[config.mk]
export PLATFORM = sky130hd
export DESIGN_NAME = parametric_crc16_engine
export DESIGN_NICKNAME = d
export VERILOG_FILES = /design/src/rtl/pcrc16_pkg.sv /design/src/rtl/pcrc16_fold.sv /design/src/rtl/parametric_crc16_engine.sv
export SDC_FILE = /design/constraint.sdc
export NUM_CORES = 1
export LEC_CHECK = 0
export ABC_AREA = 1
export BUFFER_PORTS_ARGS = -buffer_cell sky130_fd_sc_hd__buf_2
export CAP_MARGIN = 20
export CORE_AREA = 4 4 138 140
export CTS_CLUSTER_DIAMETER = 50
export CTS_CLUSTER_SIZE = 10
export DETAILED_ROUTE_END_ITERATION = 8
export DIE_AREA = 0 0 142 144
export PLACE_DENSITY_LB_ADDON = 0.05
export SYNTH_ARGS = -nofsm -noshare
export SYNTH_HDL_FRONTEND = slang
export SYNTH_SLANG_ARGS = --single-unit
[constraint.sdc]
create_clock -name clock -period 7 [get_ports clock]
set_clock_uncertainty 0.2 [all_clocks]
set_input_delay 0 -clock clock [delete_from_list [all_inputs] [get_ports clock]]
set_output_delay 0 -clock clock [all_outputs]
set_load 0.1 [all_outputs]
[src/rtl/pcrc16_pkg.sv]
// ----------------------------------------------------------------------------
// pcrc16_pkg: shared types and constants of the parametric CRC-16 engine
// Holds the configuration record, register indexes and reset values.
// ----------------------------------------------------------------------------
package pcrc16_pkg;

   localparam int CRC_WIDTH  = 16;
   localparam int BYTE_WIDTH = 8;
   localparam int CSR_INDEX_WIDTH = 3;
   localparam int CSR_DATA_WIDTH  = 16;

   // Register indexes of the configuration port.
   typedef enum logic [CSR_INDEX_WIDTH-1:0] {
      CSR_POLYNOMIAL      = 3'd0,
      CSR_INITIAL_VALUE   = 3'd1,
      CSR_REFLECT_INPUT   = 3'd2,
      CSR_REFLECT_OUTPUT  = 3'd3,
      CSR_OUTPUT_XOR_MASK = 3'd4
   } csr_index_type;

   localparam logic [CRC_WIDTH-1:0] POLYNOMIAL_RESET = 16'h1021;
   localparam logic [CRC_WIDTH-1:0] INITIAL_RESET    = 16'h0000;
   localparam logic [CRC_WIDTH-1:0] XOR_MASK_RESET   = 16'h0000;

   typedef struct packed {
      logic [CRC_WIDTH-1:0] polynomial;
      logic [CRC_WIDTH-1:0] initial_value;
      logic                 reflect_input;
      logic                 reflect_output;
      logic [CRC_WIDTH-1:0] output_xor_mask;
   } crc_cfg_type;

   typedef struct packed {
      logic [CRC_WIDTH-1:0] final_crc;
      logic [CRC_WIDTH-1:0] raw_remainder;
   } crc_result_type;

endpackage

[src/rtl/pcrc16_fold.sv]
// ----------------------------------------------------------------------------
// pcrc16_fold: one-byte CRC-16 update and finalization
// Folds a byte into the remainder in eight MSB-first steps, then finalizes.
// ----------------------------------------------------------------------------
module pcrc16_fold (
   input  pcrc16_pkg::crc_cfg_type              cfg,
   input  logic [pcrc16_pkg::CRC_WIDTH-1:0]     remainder,
   input  logic                                 start_of_message,
   input  logic [pcrc16_pkg::BYTE_WIDTH-1:0]    data_byte,
   output pcrc16_pkg::crc_result_type           result
);
   import pcrc16_pkg::*;

   logic [CRC_WIDTH-1:0]  rem_start;
   logic [BYTE_WIDTH-1:0] byte_in;
   logic [CRC_WIDTH-1:0]  rem_folded;
   logic [CRC_WIDTH-1:0]  rem_out;

   always_comb begin
      rem_start = start_of_message ? cfg.initial_value : remainder;

      for (int k = 0; k < BYTE_WIDTH; k++) begin
         byte_in[k] = cfg.reflect_input ? data_byte[BYTE_WIDTH-1-k] : data_byte[k];
      end

      // Each step feeds back the top remainder bit against the next data bit.
      rem_folded = rem_start;
      for (int k = BYTE_WIDTH-1; k >= 0; k--) begin
         if (rem_folded[CRC_WIDTH-1] ^ byte_in[k]) begin
            rem_folded = {rem_folded[CRC_WIDTH-2:0], 1'b0} ^ cfg.polynomial;
         end else begin
            rem_folded = {rem_folded[CRC_WIDTH-2:0], 1'b0};
         end
      end

      for (int k = 0; k < CRC_WIDTH; k++) begin
         rem_out[k] = cfg.reflect_output ? rem_folded[CRC_WIDTH-1-k] : rem_folded[k];
      end

      result.raw_remainder = rem_folded;
      result.final_crc     = rem_out ^ cfg.output_xor_mask;
   end

endmodule

[src/rtl/parametric_crc16_engine.sv]
// ----------------------------------------------------------------------------
// parametric_crc16_engine: byte-serial CRC-16 in the parametric model
// Configurable polynomial, initial value, reflections and output mask.
// ----------------------------------------------------------------------------
// Path: an accepted request word is registered in the request stage, then in the response stage.
// Throughput: one byte per cycle while the response side does not stall; the
// eight-step fold is combinational between the request and response registers.
// Reset (synchronous, active high) empties both stages, clears the running
// remainder to zero and restores the default configuration.
// ----------------------------------------------------------------------------
module parametric_crc16_engine (
   input  logic        clock,
   input  logic        reset,

   // Request stream.
   input  logic        req_tvalid,
   output logic        req_tready,
   input  logic [7:0]  req_tdata,   // [7:0] data_byte
   input  logic        req_tuser,   // [0] start_of_message

   // Response stream.
   output logic        rsp_tvalid,
   input  logic        rsp_tready,
   output logic [31:0] rsp_tdata,   // [15:0] raw_remainder, [31:16] final_crc

   // Configuration write port.
   input  logic                                    csr_we,
   input  logic [pcrc16_pkg::CSR_INDEX_WIDTH-1:0]  csr_index,
   input  logic [pcrc16_pkg::CSR_DATA_WIDTH-1:0]   csr_wdata
);
   import pcrc16_pkg::*;

   // Configuration registers.
   crc_cfg_type cfg_ff, cfg_in;

   // Request stage: the accepted word waits here for one fold.
   logic                  req_valid_ff, req_valid_in;
   logic [BYTE_WIDTH-1:0] req_byte_ff, req_byte_in;
   logic                  req_start_ff, req_start_in;

   // Running remainder, advanced once per word that leaves the request stage.
   logic [CRC_WIDTH-1:0]  remainder_ff, remainder_in;

   // Response stage.
   logic                  rsp_valid_ff, rsp_valid_in;
   crc_result_type        rsp_data_ff, rsp_data_in;

   crc_result_type        fold_result;
   logic                  rsp_open;
   logic                  advance;

   // The response register can take a word when it is empty or being drained.
   assign rsp_open   = !rsp_valid_ff || rsp_tready;
   assign advance    = req_valid_ff && rsp_open;
   assign req_tready = !req_valid_ff || rsp_open;

   pcrc16_fold u_fold (
      .cfg              (cfg_ff),
      .remainder        (remainder_ff),
      .start_of_message (req_start_ff),
      .data_byte        (req_byte_ff),
      .result           (fold_result)
   );

   // Configuration decode; writes to unused indexes fall through unchanged.
   always_comb begin
      cfg_in = cfg_ff;
      if (csr_we) begin
         case (csr_index)
            CSR_POLYNOMIAL:      cfg_in.polynomial      = csr_wdata;
            CSR_INITIAL_VALUE:   cfg_in.initial_value   = csr_wdata;
            CSR_REFLECT_INPUT:   cfg_in.reflect_input   = csr_wdata[0];
            CSR_REFLECT_OUTPUT:  cfg_in.reflect_output  = csr_wdata[0];
            CSR_OUTPUT_XOR_MASK: cfg_in.output_xor_mask = csr_wdata;
            default:             cfg_in = cfg_ff;
         endcase
      end
   end

   always_comb begin
      req_valid_in = req_valid_ff;
      req_byte_in  = req_byte_ff;
      req_start_in = req_start_ff;
      if (req_tready) begin
         req_valid_in = req_tvalid;
         req_byte_in  = req_tdata;
         req_start_in = req_tuser;
      end

      remainder_in = remainder_ff;
      rsp_data_in  = rsp_data_ff;
      rsp_valid_in = rsp_valid_ff && !rsp_tready;
      if (advance) begin
         remainder_in = fold_result.raw_remainder;
         rsp_data_in  = fold_result;
         rsp_valid_in = 1'b1;
      end
   end

   always_ff @(posedge clock) begin
      if (reset) begin
         cfg_ff.polynomial      <= POLYNOMIAL_RESET;
         cfg_ff.initial_value   <= INITIAL_RESET;
         cfg_ff.reflect_input   <= 1'b0;
         cfg_ff.reflect_output  <= 1'b0;
         cfg_ff.output_xor_mask <= XOR_MASK_RESET;
         req_valid_ff           <= 1'b0;
         rsp_valid_ff           <= 1'b0;
         remainder_ff           <= '0;
      end else begin
         cfg_ff       <= cfg_in;
         req_valid_ff <= req_valid_in;
         rsp_valid_ff <= rsp_valid_in;
         remainder_ff <= remainder_in;
      end
   end

   // Payload registers carry no reset.
   always_ff @(posedge clock) begin
      req_byte_ff  <= req_byte_in;
      req_start_ff <= req_start_in;
      rsp_data_ff  <= rsp_data_in;
   end

   assign rsp_tvalid = rsp_valid_ff;
   assign rsp_tdata  = {rsp_data_ff.final_crc, rsp_data_ff.raw_remainder};

`ifndef SYNTHESIS
   // A full request stage behind a stalled response must hold off the source.
   assert property (@(posedge clock) disable iff (reset)
      (req_valid_ff && rsp_valid_ff && !rsp_tready) |-> !req_tready)
      else $error("request accepted while both stages are blocked");

   // Every word that leaves the request stage shows up as a response.
   assert property (@(posedge clock) disable iff (reset)
      advance |=> rsp_valid_ff)
      else $error("folded word did not reach the response register");

   // The remainder moves only together with a word going to the response side.
   assert property (@(posedge clock) disable iff (reset)
      !advance |=> $stable(remainder_ff))
      else $error("remainder changed without a folded word");

   // A pending response always reports the current running remainder.
   assert property (@(posedge clock) disable iff (reset)
      rsp_valid_ff |-> (rsp_data_ff.raw_remainder == remainder_ff))
      else $error("response remainder out of step with running remainder");
`endif

endmodule
* After elaboration in Yosys (flattened, before gate mapping)
Cells that the tools add are included.
Cells by class: equal/unequal tests 4, mux-type cells 34, bitwise operators 17, reduce and logical (&&, ||, !) cells 13
Operators with widths (number):
- 16-bit 2-to-1 mux | 9
- 16-bit XOR | 9
- 1-bit 2-to-1 mux | 25
- 2-bit AND reduction | 5
- 1-bit XOR | 8
- 3-bit by 2-bit equality test with 1-bit output (second input constant) | 2
- 3-bit by 1-bit equality test with 1-bit output (second input constant) | 1
- 3-bit equality test (second input constant) | 1
- 1-bit logical NOT | 3
- 3-bit logical NOT | 1
- 1-bit logical AND | 2
- 1-bit logical OR | 2
Word-level totals: flip-flop bits (word level) 109, input port bits 33, output and inout port bits 34, logic and storage cells 80

* Logic depth before layout (Yosys ltp)
Gate-level depths: netlist of run 1.
depth after elaboration 19, mapped depth 35, gate-level depth less buffers 33

* Modules after synthesis
A second synthesis of run 1 with hierarchy kept.
Unflattened totals: cell total of the unflattened synthesis 1223, area total of the unflattened synthesis 7649.8 sq um
Modules (own cells, without submodules):
- parametric_crc16_engine | times used 1, cells an instance 436, area an instance 4046.4 sq um, seq. area each 2592.5 sq um
- pcrc16_fold | times used 1, cells an instance 787, area an instance 3603.5 sq um, seq. area each 0.0 sq um

* Worst setup path after synthesis of run 1
No wires, ideal clock.
path type register to register, from reg req_start_ff, to reg rsp_data_ff (netlist bit rsp_tdata[21]), data pin, setup time 0.252 ns, arrival 3.048 ns, required time 6.548 ns, path slack 3.500 ns, stages on the path, launching flop included 33, path buffers 4, clock period less this slack 3.500 ns, path through edfxtp_1 > buf_4 > nand2_1 > o21ai_1 > nand2_1 > nand2_1 > nand2_2 > inv_2 > nor2_4 > nand3_1 > nand2_2 > buf_6 > nand3_1 > nand2_1 > inv_2 > nand2_2 > nand2_2 > nor2_1 > nand2_1 > nand2_2 > buf_6 > nand2_2 > nor2_2 > inv_1 > nand2_1 > nand2_1 > nand2_2 > buf_4 > nand3_1 > nand3_1 > nand2_1 > nand2_1 > nand2_1
RTL lines:
- start, declared | line parametric_crc16_engine.sv:39 | logic req_start_ff, req_start_in;
- start signal, assigned | line parametric_crc16_engine.sv:121 | req_start_ff <= req_start_in;
- end signal, assigned | line parametric_crc16_engine.sv:122 | rsp_data_ff <= rsp_data_in;
- end, declared | line parametric_crc16_engine.sv:46 | crc_result_type rsp_data_ff, rsp_data_in;

==> impl_summary.txt, run 1 <==
----------------------------------------------------
[GRT]
  Number of global-route vias before repair ... ~6200
  Maximum number of pins on one net before global-route repair ... 53
  Global-route wire length before repair ... approximately 35 mm
  Antenna violations before repair ... 0
  Global-route usage over all layers ... 0.227
  Residual overflow from global routing ... 0

[Floorplanning]
  Area of the core region ... between 0.015 and 0.02 mm^2
  Chip Width ... ~140 um
  Initial core utilization ... 0.394
  Height of the die ... between 100 and 150 um
  Number of ports placed on the die boundary ... 67
  Standard-cell row count ... a little under 50
  Die outline area ... between 0.02 and 0.025 mm^2

[Power and ir drop]
  Part of the total power dissipated in combinational logic ... 0.436
  Internal power consumption ... between 1 and 1.5 mW
  Peak VDD IR ... around 160 uV
  Net Switching ... between 1 and 1.5 mW
  Total leakage power ... between 3 and 4 nW
  Total power per unit cell area ... 280 mW/mm^2
  Clk network pwr share ... 0.224
  Switching part of the total power ... 0.451
  Proportion of power drawn by flip-flops and latches ... 0.339

[CTS]
  H-tree lvl count ... 3
  Bufs on Longest Clock Path ... 2
  Number of hold buffers added after cts ... 45
  Worst-skew pair later-pin latency ... around 0.36 ns
  Root Driver ... clkbuf_16
  Number of cells upsized or downsized after cts ... 0
  TritonCTS Sinks ... approximately 110
  CTS Buf Count ... 9
  Clock tree from TritonCTS ... yes
  Number of buffers inserted by post-CTS setup repair ... 0
  CTS clock-pin slew for the worst setup and hold paths ... approximately 0.08 ns

[Placement]
  HPWL after detailed placement ... between 15 and 20 mm
  Pre-CTS WS ... 0.968 ns
  GP Congestion ... slightly below 0.9
  Count of buffers inserted at the top-level ports ... 66

[Finish]
  Area growth, synth to finish ... 16.0%
  Net count, final ... around 1200
  Fraction of layout instances using a drive strength above 1 ... 0.0979
  Antenna diode count ... 0
  Fill count ... ~1900

[Logic synthesis]
  Mean Syn Cell Area ... between 6 and 7 um^2
  Post-synthesis cell area ... between 0.007 and 0.008 mm^2
  Area fraction of the dominant cell type after synthesis ... 0.194
  Most area-consuming cells after synthesis ... dfxtp_1 (19%), nand2_1 (18%), edfxtp_1 (18%)
  Post-synthesis sequential area ratio ... 0.369
  Netlist cell types ... 28
  Total number of yosys warnings ... 0
  Post-Syn Nets ... 1100
  Cell taking the most area after synthesis ... dfxtp_1
  Post-synthesis sequential element count ... roughly 110
  Cells after Synth ... 1067

[Drt]
  ANT nets after route ... 0
  DRC Markers ... 0
  Final routed wire length divided by cell count ... approximately 17 um
  DRC marker count from the first detailed-route iteration ... around 380
  Total number of vias ... just under 7000
  Final Routed Wirelength ... around 23 mm
  Detailed-router iteration count before antenna repair ... 5
  Vias per inst ... 4.98

[Setup path]
  Capturing element type of the critical path ... flop
  CP startpoint kind ... flop
  Worst path required time ... between 6 and 7 ns
  CP arrival ... slightly above 6 ns
  Worst setup path class ... flop to flop
  Largest fanout of any net on the critical path ... 31

[STA]
  Fin crit share ... 0.876
  Setup WS post-layout ... just under 0.9 ns
  Final count of pins violating max slew ... 0
  Worst slew margin ... 0.385
  Fmax ... ~160 MHz
  Final setup viols ... 0
  Final Hold Viols ... 0
  Aggregate negative setup slack ... 0 ns
  Actual slew at the worst max-slew pin ... a little over 0.9 ns
  Clock period minus final worst setup slack ... between 6 and 7 ns
  Unrepaired setup endpoints after global routing ... no

[Outcome]
  Run status ... completed

[Run]
  Max-cap violations ... 0

[Hold path]
  Type of the most critical hold path ... input port to flop

----------------------------------------------------
layout make-up:
cell class                      count  area (um^2)  share of cell area
Sequential cell                   109         2590               0.318
Multi-Input combinational cell    800         3790               0.465
Inverter                          106          398              0.0488
Clock buffer                        9          225              0.0276
Tap cell                          229          287              0.0351
Timing Repair Buffer              114          803              0.0985
Clock inverter                      6         62.6             0.00767
synth_stat cells (all sizes together):
master / n
nand2: 359
buf: 22
nor3: 1
xnor2: 39
nand3: 114
nor2: 115
a21oi: 34
or2: 3
nand3b: 15
edfxtp: 41
clkinv: 2
dfxtp: 68
clkbuf: 30
nand4: 3
o211ai: 2
o21ai: 83
xor2: 32
inv: 104
kinds of logic after synthesis:
group	share of synthesized area
xor gates and xnor gates	0.0884
and+or+nand+nor	0.365
buffers and inverters	0.0923
AOI/OAI and AO/OA	0.0859
DFF	0.369
worst paths after layout:
check          startpoint             to  slack (ns)  cells after the start
max          req_start_ff  rsp_tdata[17]        0.87                     27
min                csr_we     cfg_ff[40]        0.07                      7
max reg2reg  req_start_ff  rsp_tdata[17]        0.87                     27
min reg2reg    cfg_ff[21]     cfg_ff[21]        0.27                      2
state kept, by name (all words and copies together), names as in the netlist:
signal / flops
rsp_tvalid: 1
req_valid_ff: 1
req_byte_ff: 8
req_start_ff: 1
rsp_tdata: 32
remainder_ff: 16
cfg_ff: 50
metal layers:
layer | routed length (um) | GRT usage | part of all wire
met5 | 0 | 0 | 0
met3 | 821 | 0.0271 | 0.036
met4 | 737 | 0.0808 | 0.032
met1 | 11000 | 0.316 | 0.48
met2 | 10400 | 0.367 | 0.45
critical path, cell delays in order, from the launching register on:
cell	delay (ns)
edfxtp_1	0.73
inv_2	0.23
nand2_1	0.12
nand2_1	0.08
nand2_1	0.10
nand2_2	0.20
nand2_1	0.11
nand2_1	0.05
nand2_1	0.07
nand3_1	0.09
nand2_2	0.32
nand3_1	0.15
nand2_2	0.30
nand2_1	0.11
nand2_2	0.15
nand2_2	0.19
nor2_1	0.14
nand2_1	0.09
nand2_2	0.41
nand3_1	0.55
nand2_2	0.30
nor2_1	0.06
nand2_1	0.08
nand2_2	0.32
o21ai_2	0.40
nand2_1	0.13
nand3b_1	0.12
nand2_1	0.06
power by group through the flow:
stage	Clock, mW	Sequential (mW)	Combinational [mW]
after floorplan	0	0.977	0.576
after global placement	0	0.790	0.966
after detailed placement	0	0.789	0.971
after CTS	0.522	0.776	0.992
after global routing	0.544	0.780	1.10
final	0.512	0.775	0.996
layout by cell type, fill, tap and decap left out, drive strengths merged:
cell type / count
nand4: 3
nor2: 115
nand3b: 15
dlygate4sd3: 45
a21oi: 34
nand3: 114
or2: 3
inv: 108
o211ai: 2
xor2: 32
o21ai: 83
edfxtp: 41
clkbuf: 10
clkinv: 4
nor3: 1
xnor2: 39
nand2: 359
dfxtp: 68
buf: 68
per-stage QoR:
step | util | power (mW) | hold slack, ns | instance area, um^2 | std cells
global placement | 0.416 | 1.76 | -0.0225 | 7410 | 1312
floorplan | - | 1.55 | -0.101 | 7030 | 1067
detailed placement | 0.416 | 1.76 | -0.0219 | 7410 | 1312
finish | 0.457 | 2.28 | 0.0690 | 8160 | 1373
CTS | 0.457 | 2.29 | 0.0625 | 8150 | 1372
global route | 0.457 | 2.42 | 0.135 | 8160 | 1373
(Power assumes the default switching activity.)
==> run 2: changes to the inputs <==
- PLACE_DENSITY_LB_ADDON: 0.05 -> not set
==> run 2 against run 1 <==
  * Final cell count grew 0.29%
  * Largest cell class unchanged
  * Total power grew 0.76%
  * Register-to-register slack gained 0.15 ns
  * Critical endpoint is now rsp_tdata[24]
  * Sequential power is essentially flat
==> impl_summary.txt, run 2 (synthesized netlist as in run 1, its figures left out) <==
----------------------------------------------------
[GRT]
  Maximum number of pins on one net before global-route repair ... 53 (unchanged)
  Global-route usage over all layers ... 0.219 (-0.00817)
  Antenna violations before repair ... 1 (+1)
  Number of global-route vias before repair ... 6281 (+0.59%)
  Residual overflow from global routing ... 0 (unchanged)
  Global-route wire length before repair ... 34.2 mm (-3.0%)

[Power and ir drop]
  Net Switching ... 1.01 mW (-1.8%)
  Proportion of power drawn by flip-flops and latches ... 0.337 (-0.002)
  Switching part of the total power ... 0.440 (-0.0113)
  Internal power consumption ... 1.29 mW (+2.8%)
  Total power per unit cell area ... 280 mW/mm^2 (+0.18%)
  Clk network pwr share ... 0.234 (+0.010)
  Part of the total power dissipated in combinational logic ... 0.429 (-0.007)
  Total leakage power ... 3.81 nW (+0.58%)
  Sum of internal, switching and leakage power ... 2.30 mW (+0.76%)
  Peak VDD IR ... 207 uV (+32%)

[Drt]
  DRC marker count from the first detailed-route iteration ... 532 (+39%)
  DRC Markers ... 0 (unchanged)
  Final routed wire length divided by cell count ... 16.2 um (-3.6%)
  Final Routed Wirelength ... 22.2 mm (-3.3%)
  Total number of vias ... 6933 (+1.5%)
  Vias per inst ... 5.03 (+1.2%)
  ANT nets after route ... 0 (unchanged)
  Detailed-router iteration count before antenna repair ... 5 (unchanged)

[CTS]
  Clock tree from TritonCTS ... yes
  TritonCTS Sinks ... 109 (unchanged)
  Number of buffers inserted by post-CTS setup repair ... 0 (unchanged)
  Number of hold buffers added after cts ... 47 (+4.4%)
  Worst-skew pair later-pin latency ... 0.36 ns (about the same)
  CTS Buf Count ... 9 (unchanged)
  Number of cells upsized or downsized after cts ... 0 (unchanged)
  CTS clock-pin slew for the worst setup and hold paths ... 0.08 ns (about the same)
  Bufs on Longest Clock Path ... 2 (unchanged)
  Root Driver ... clkbuf_16
  H-tree lvl count ... 3 (unchanged)

[STA]
  Final count of pins violating max slew ... 0 (unchanged)
  Unrepaired setup endpoints after global routing ... no
  Final Hold Viols ... 0 (unchanged)
  Final setup viols ... 0 (unchanged)
  Worst slew margin ... 0.302 (-0.0828)
  Actual slew at the worst max-slew pin ... 1.04 ns (+0.124 ns)
  Clock period minus final worst setup slack ... 5.99 ns (-0.145 ns)
  Fin crit share ... 0.855 (-0.0208)
  Fmax ... 167 MHz (+2.4%)
  Aggregate negative setup slack ... 0 ns (unchanged)

[Setup path]
  FF-to-FF setup slack ... 1.01 ns (+0.15 ns)
  Worst setup path start ... req_start_ff
  Cell seen most often among critical-path stages ... nand2_2
  Longest individual stage delay on the worst path ... 0.74 ns (about the same)
  Largest fanout of any net on the critical path ... 31 (unchanged)
  Worst setup path class ... flop to flop
  Capturing element type of the critical path ... flop
  Beginning of the worst register-to-register path ... req_start_ff
  CP startpoint kind ... flop
  CP arrival ... 5.91 ns (-0.13 ns)
  Worst path slowest cell ... edfxtp_1
  Worst path required time ... 6.92 ns (about the same)

[Floorplanning]
  Chip Width ... 142 um (unchanged)
  Number of ports placed on the die boundary ... 67 (unchanged)
  Height of the die ... 144 um (unchanged)
  Area of the core region ... 0.0178 mm^2 (unchanged)
  Standard-cell row count ... 49 (unchanged)
  Initial core utilization ... 0.394 (unchanged)
  Die outline area ... 0.0204 mm^2 (unchanged)

[Finish]
  Fraction of layout instances using a drive strength above 1 ... 0.0976 (-0.000256)
  Utilization of the core after routing ... 0.460 (+0.00267)
  Top register by number of flip-flops ... cfg_ff
  Most frequent cells in the layout ... nand2_1 (345), nor2_1 (113), nand3_1 (111)
  Number of flip-flops under the largest register name ... 50 (unchanged)
  Net count, final ... 1175 (+0.17%)
  Most common cell after layout, fill and taps aside ... nand2_1
  Area growth, synth to finish ... 16.7%

[Run]
  Max-cap violations ... 0 (unchanged)

[Placement]
  GP Congestion ... 0.911 (+3.6%)
  Count of buffers inserted at the top-level ports ... 66 (unchanged)
  HPWL after detailed placement ... 16.2 mm (-5.3%)

[Hold path]
  Type of the most critical hold path ... input port to flop
  Hold path startpoint ... csr_we

[Outcome]
  Run status ... completed

----------------------------------------------------
run 2: path summary, 6_finish.rpt:
check / to / depth (start not counted)
max: rsp_tdata[24] / 27
max reg2reg: rsp_tdata[24] / 27
min reg2reg: cfg_ff[10] / 2
min: cfg_ff[40] / 7
run 2: per-layer routing:
layer / up-vias / share of wire / global-route usage
met3: 47 / 0.073 / 0.0489
met5: - / 0 / 0
met4: 0 / 0.039 / 0.0980
li1: 3516 / - / -
met2: 250 / 0.45 / 0.352
met1: 3120 / 0.43 / 0.284
run 2: metrics by stage:
stage | hold slack (ns) | area, um^2 | cells | setup WS (ns)
after floorplan | -0.101 | 7030 | 1067 | 3.50
after global placement | -0.0238 | 7410 | 1312 | 1.39
after detailed placement | -0.0219 | 7410 | 1312 | 1.15
after CTS | 0.0682 | 8200 | 1375 | 1.11
after global routing | 0.147 | 8200 | 1376 | 0.275
final | 0.0947 | 8210 | 1377 | 1.01
run 2: critical path, delay by kind of cell (launching register included):
kind	cells	cell delay [ns]
flops	1	0.74
buf+inv	2	0.30
simple gates	25	4.50
run 2: power by group through the flow:
stage	clock [mW]	sequential (mW)	combinational [mW]
2_1_floorplan	0	0.977	0.576
3_3_place_gp	0	0.790	0.947
3_5_place_dp	0	0.789	0.952
4_1_cts	0.545	0.775	0.975
5_1_grt	0.575	0.781	1.09
6_report	0.538	0.776	0.986
run 2: final cells by class:
type,instances,area (um^2)
clock buffer,10,229
timing repair buffer,116,823
inverter,106,398
multi-input combinational,800,3790
clock inverter,6,83.8
sequential,109,2590
tap,229,287
antenna,1,2.50
fill,1825,9630
==> run 3: changes to the inputs <==
- ABC_AREA: 1 -> not set
- CORE_AREA: 4 4 138 140 -> 4 4 154 156
- DIE_AREA: 0 0 142 144 -> 0 0 158 160
==> run 3 against run 2 <==
  * Die area rose by 24%
  * Area after synthesis rose by 0.30%
  * Worst hold slack got worse by 0.019 ns
  * Count of clock-buffer cells in the layout did not move
  * Sequential share of layout area rose by 0.068 points
  * Core utilization fell by 9.4 points
  * First-iteration DRC count rose by 19%
  * Combinational power fell by 12%
  * Via count fell by 16%
  * Clock power fell by 7.1%
  * Largest power group unchanged
  * Routed wire length fell by 10%
==> impl_summary.txt, run 3 <==
----------------------------------------------------
[Setup path]
  Cell Chain, Critical Path ... buf_4 -> mux2i_4 -> xor2_2 -> nor3_1 -> nor4_1 -> or2_1 -> a211oi_1 -> o31a_1 -> nor2_4 -> xnor3_1 -> o31ai_4 -> nand4_1 -> xnor3_1 -> mux2i_1 -> xor2_1
  CP startpoint kind ... flop
  Register-to-Register Path Depth ... 15 (-44%)
  Largest fanout of any net on the critical path ... 17 (-45%)
  Bufs and invs on worst path ... 1 (-1)
  Worst path slowest cell ... xor2_2
  Crit Reg-Reg Endpoint ... rsp_tdata[31]
  Beginning of the worst register-to-register path ... cfg_ff[17]
  Cell seen most often among critical-path stages ... xnor3_1
  Top Family by Delay on Critical Path ... XOR/XNOR gates
  Longest individual stage delay on the worst path ... 0.65 ns (-0.09 ns)
  CP arrival ... 5.75 ns (-0.16 ns)
  Worst path required time ... 6.90 ns (-0.02 ns)
  Capturing element type of the critical path ... flop
  FF-to-FF setup slack ... 1.15 ns (+0.14 ns)
  Worst setup path class ... flop to flop

[STA]
  Setup WS post-layout ... 1.15 ns (+0.140 ns)
  Unrepaired setup endpoints after global routing ... no
  Fmax ... 171 MHz (+2.4%)
  Actual slew at the worst max-slew pin ... 1.01 ns (-0.0313 ns)
  Final Hold Viols ... 0 (unchanged)
  Clock period minus final worst setup slack ... 5.85 ns (-0.140 ns)
  Aggregate negative setup slack ... 0 ns (unchanged)
  Final count of pins violating max slew ... 0 (unchanged)
  Final setup viols ... 0 (unchanged)
  Worst slew margin ... 0.324 (+0.0219)
  Fin crit share ... 0.835 (-0.0200)

[Hold path]
  Min-Delay Path Depth ... 3 (-4)
  Destination of the worst hold path ... cfg_ff[16]
  Type of the most critical hold path ... input port to flop
  Hold path startpoint ... reset

[CTS]
  Worst-skew pair later-pin latency ... 0.36 ns (about the same)
  Bufs on Longest Clock Path ... 2 (unchanged)
  Root Driver ... clkbuf_16
  Number of buffers inserted by post-CTS setup repair ... 0 (unchanged)
  Clock tree from TritonCTS ... yes
  H-tree lvl count ... 3 (unchanged)
  CTS Buf Count ... 9 (unchanged)
  TritonCTS Sinks ... 109 (unchanged)
  CTS clock-pin slew for the worst setup and hold paths ... 0.08 ns (about the same)

[Run]
  Max-cap violations ... 0 (unchanged)

[Placement]
  GP Congestion ... 0.868 (-4.8%)
  HPWL after detailed placement ... 14.3 mm (-12%)
  Pre-CTS WS ... 1.21 ns (+0.0622 ns)
  Count of buffers inserted at the top-level ports ... 66 (unchanged)
  Placed insts ... 1102 (-16%)

[Power and ir drop]
  Total leakage power ... 2.95 nW (-22%)
  Peak VDD IR ... 118 uV (-43%)
  Sum of internal, switching and leakage power ... 2.12 mW (-7.6%)
  Total power per unit cell area ... 259 mW/mm^2 (-7.4%)

[Logic synthesis]
  Most frequently used flop master after synthesis ... dfxtp_1
  Commonest cells post-synth ... nand2_1 (208), xnor2_1 (97), dfxtp_1 (68), a21oi_1 (55), nor2_1 (48)
  Netlist cell types ... 73 (+160%)
  Post-synthesis cell area ... 0.00705 mm^2 (+0.30%)
  Mean Syn Cell Area ... 8.85 um^2 (+34%)
  Synth async-reset ratio ... 0 (unchanged)
  Cells after Synth ... 797 (-25%)
  Total number of yosys warnings ... 0 (unchanged)
  Most common cell in the netlist ... nand2_1
  Most area-consuming cells after synthesis ... dfxtp_1 (19%), edfxtp_1 (17%), xnor2_1 (12%)
  Post-synthesis sequential area ratio ... 0.368 (-0.00111)
  Post-synthesis sequential element count ... 109 (unchanged)
  EDFF count, synth ... 41 (unchanged)
  Cell taking the most area after synthesis ... dfxtp_1
  Area fraction of the dominant cell type after synthesis ... 0.193 (-0.000584)
  Post-Syn Nets ... 830 (-25%)

[Finish]
  Number of flip-flops under the largest register name ... 50 (unchanged)
  Most common cell after layout, fill and taps aside ... nand2_1
  Most frequent cells in the layout ... nand2_1 (208), xnor2_1 (97), dfxtp_1 (68)
  Area growth, synth to finish ... 16.1%
  Count of non-filler cells in the finished layout ... 1150 (-16%)
  Fraction of layout instances using a drive strength above 1 ... 0.150 (+0.0526)
  Antenna diode count ... 0 (-1)
  Net count, final ... 893 (-24%)
  Top register by number of flip-flops ... cfg_ff

[GRT]
  Residual overflow from global routing ... 0 (unchanged)
  Global-route wire length before repair ... 31.5 mm (-8.0%)
  Number of global-route vias before repair ... 5451 (-13%)
  Maximum number of pins on one net before global-route repair ... 69 (+30%)
  Global-route usage over all layers ... 0.158 (-0.0609)
  Antenna violations before repair ... 0 (-1)

[Floorplanning]
  Height of the die ... 160 um (+11%)
  Chip Width ... 158 um (+11%)
  Area of the core region ... 0.0224 mm^2 (+25%)
  Initial core utilization ... 0.315 (-0.0788)
  Number of ports placed on the die boundary ... 67 (unchanged)
  Standard-cell row count ... 55 (+12%)
  Die outline area ... 0.0253 mm^2 (+24%)

[Drt]
  ANT nets after route ... 0 (unchanged)
  DRC Markers ... 0 (unchanged)
  Final Routed Wirelength ... 20.0 mm (-10%)
  Final routed wire length divided by cell count ... 17.4 um (+7.8%)
  DRC marker count from the first detailed-route iteration ... 633 (+19%)
  Vias per inst ... 5.04 (about the same)
  Detailed-router iteration count before antenna repair ... 5 (unchanged)
  Total number of vias ... 5791 (-16%)

[Outcome]
  Run status ... completed

----------------------------------------------------
## run 3: cell count changes after synthesis, sizes merged, moves of 14 or more
cell,before,now
inv,104,5
mux2i,0,44
nand3,114,7
nand2,359,208
nor2,115,50
nand4,3,21
nor3,1,18
xnor3,0,17
o21ai,83,13
a21oi,34,56
xor2,32,13
clkbuf,30,44
xnor2,39,99
## run 3: cell type report
class                           count  area, um^2
Sequential cell                   109        2590
Tap cell                          285         357
Timing Repair Buffer              113         763
Multi-Input combinational cell    620        4170
Fill cell                        2214       14200
Clock inverter                      6        55.1
Inverter                            7        26.3
Clock buffer                       10         229
## run 3: how the worst max path moves through the flow
stage | startpoint | to | depth (start not counted) | slack, ns
after floorplan | cfg_ff[17] | rsp_tdata[16] | 17 | 2.48
after global placement | cfg_ff[17] | rsp_tdata[18] | 16 | 1.35
after detailed placement | cfg_ff[17] | rsp_tdata[31] | 15 | 1.21
after CTS | cfg_ff[17] | rsp_tdata[31] | 15 | 1.18
after global routing | cfg_ff[17] | rsp_tdata[18] | 16 | 0.83
final | cfg_ff[17] | rsp_tdata[31] | 15 | 1.15
## run 3: logic make-up (layout without fill, tap and decap cells)
| family | after synthesis | after routing | synth area share |
|---|---|---|---|
| AO/OA/AOI/OAI | 112 | 112 | 0.107 |
| XOR/XNOR | 130 | 130 | 0.205 |
| buffers and inverters | 68 | 136 | 0.0419 |
| flip-flops | 109 | 109 | 0.368 |
| multiplexers | 45 | 45 | 0.0717 |
| AND/OR/NAND/NOR | 333 | 333 | 0.207 |
## run 3: where the power goes
part           leakage (nW)  internal, mW  switching [mW]
combinational          1.87         0.304           0.560
sequential            0.949         0.729          0.0316
clock                 0.133         0.249           0.251
## run 3: tightest hold or removal path, delay by kind of cell
kind                   cells  cell delay, ns
and+or+nand+nor            1            0.16
buffers and inverters      2            0.43
## run 3: per-stage QoR
| stage | hold WS (ns) | instance area (um^2) | util |
|---|---|---|---|
| detailed placement | -0.0219 | 7580 | 0.339 |
| global placement | -0.0219 | 7580 | 0.339 |
| finish | 0.0761 | 8190 | 0.366 |
| floorplan | -0.101 | 7050 | - |
| global route | 0.132 | 8190 | 0.366 |
| CTS | 0.0752 | 8190 | 0.366 |
## run 3: what timing repair did
action / 4_1_cts / 5_1_grt
resized for setup: 0 / 0
setup endpoints to repair: 0 / 0
hold endpoints to repair: 61 / 0
hold buffers: 32 / 0
## run 3: layer usage
metal	GRT usage	vias up	share of wire
met5	0	-	0
met4	0.0458	0	0.024
met3	0.0244	26	0.056
met2	0.230	159	0.44
met1	0.242	2764	0.48
li1	-	2842	-
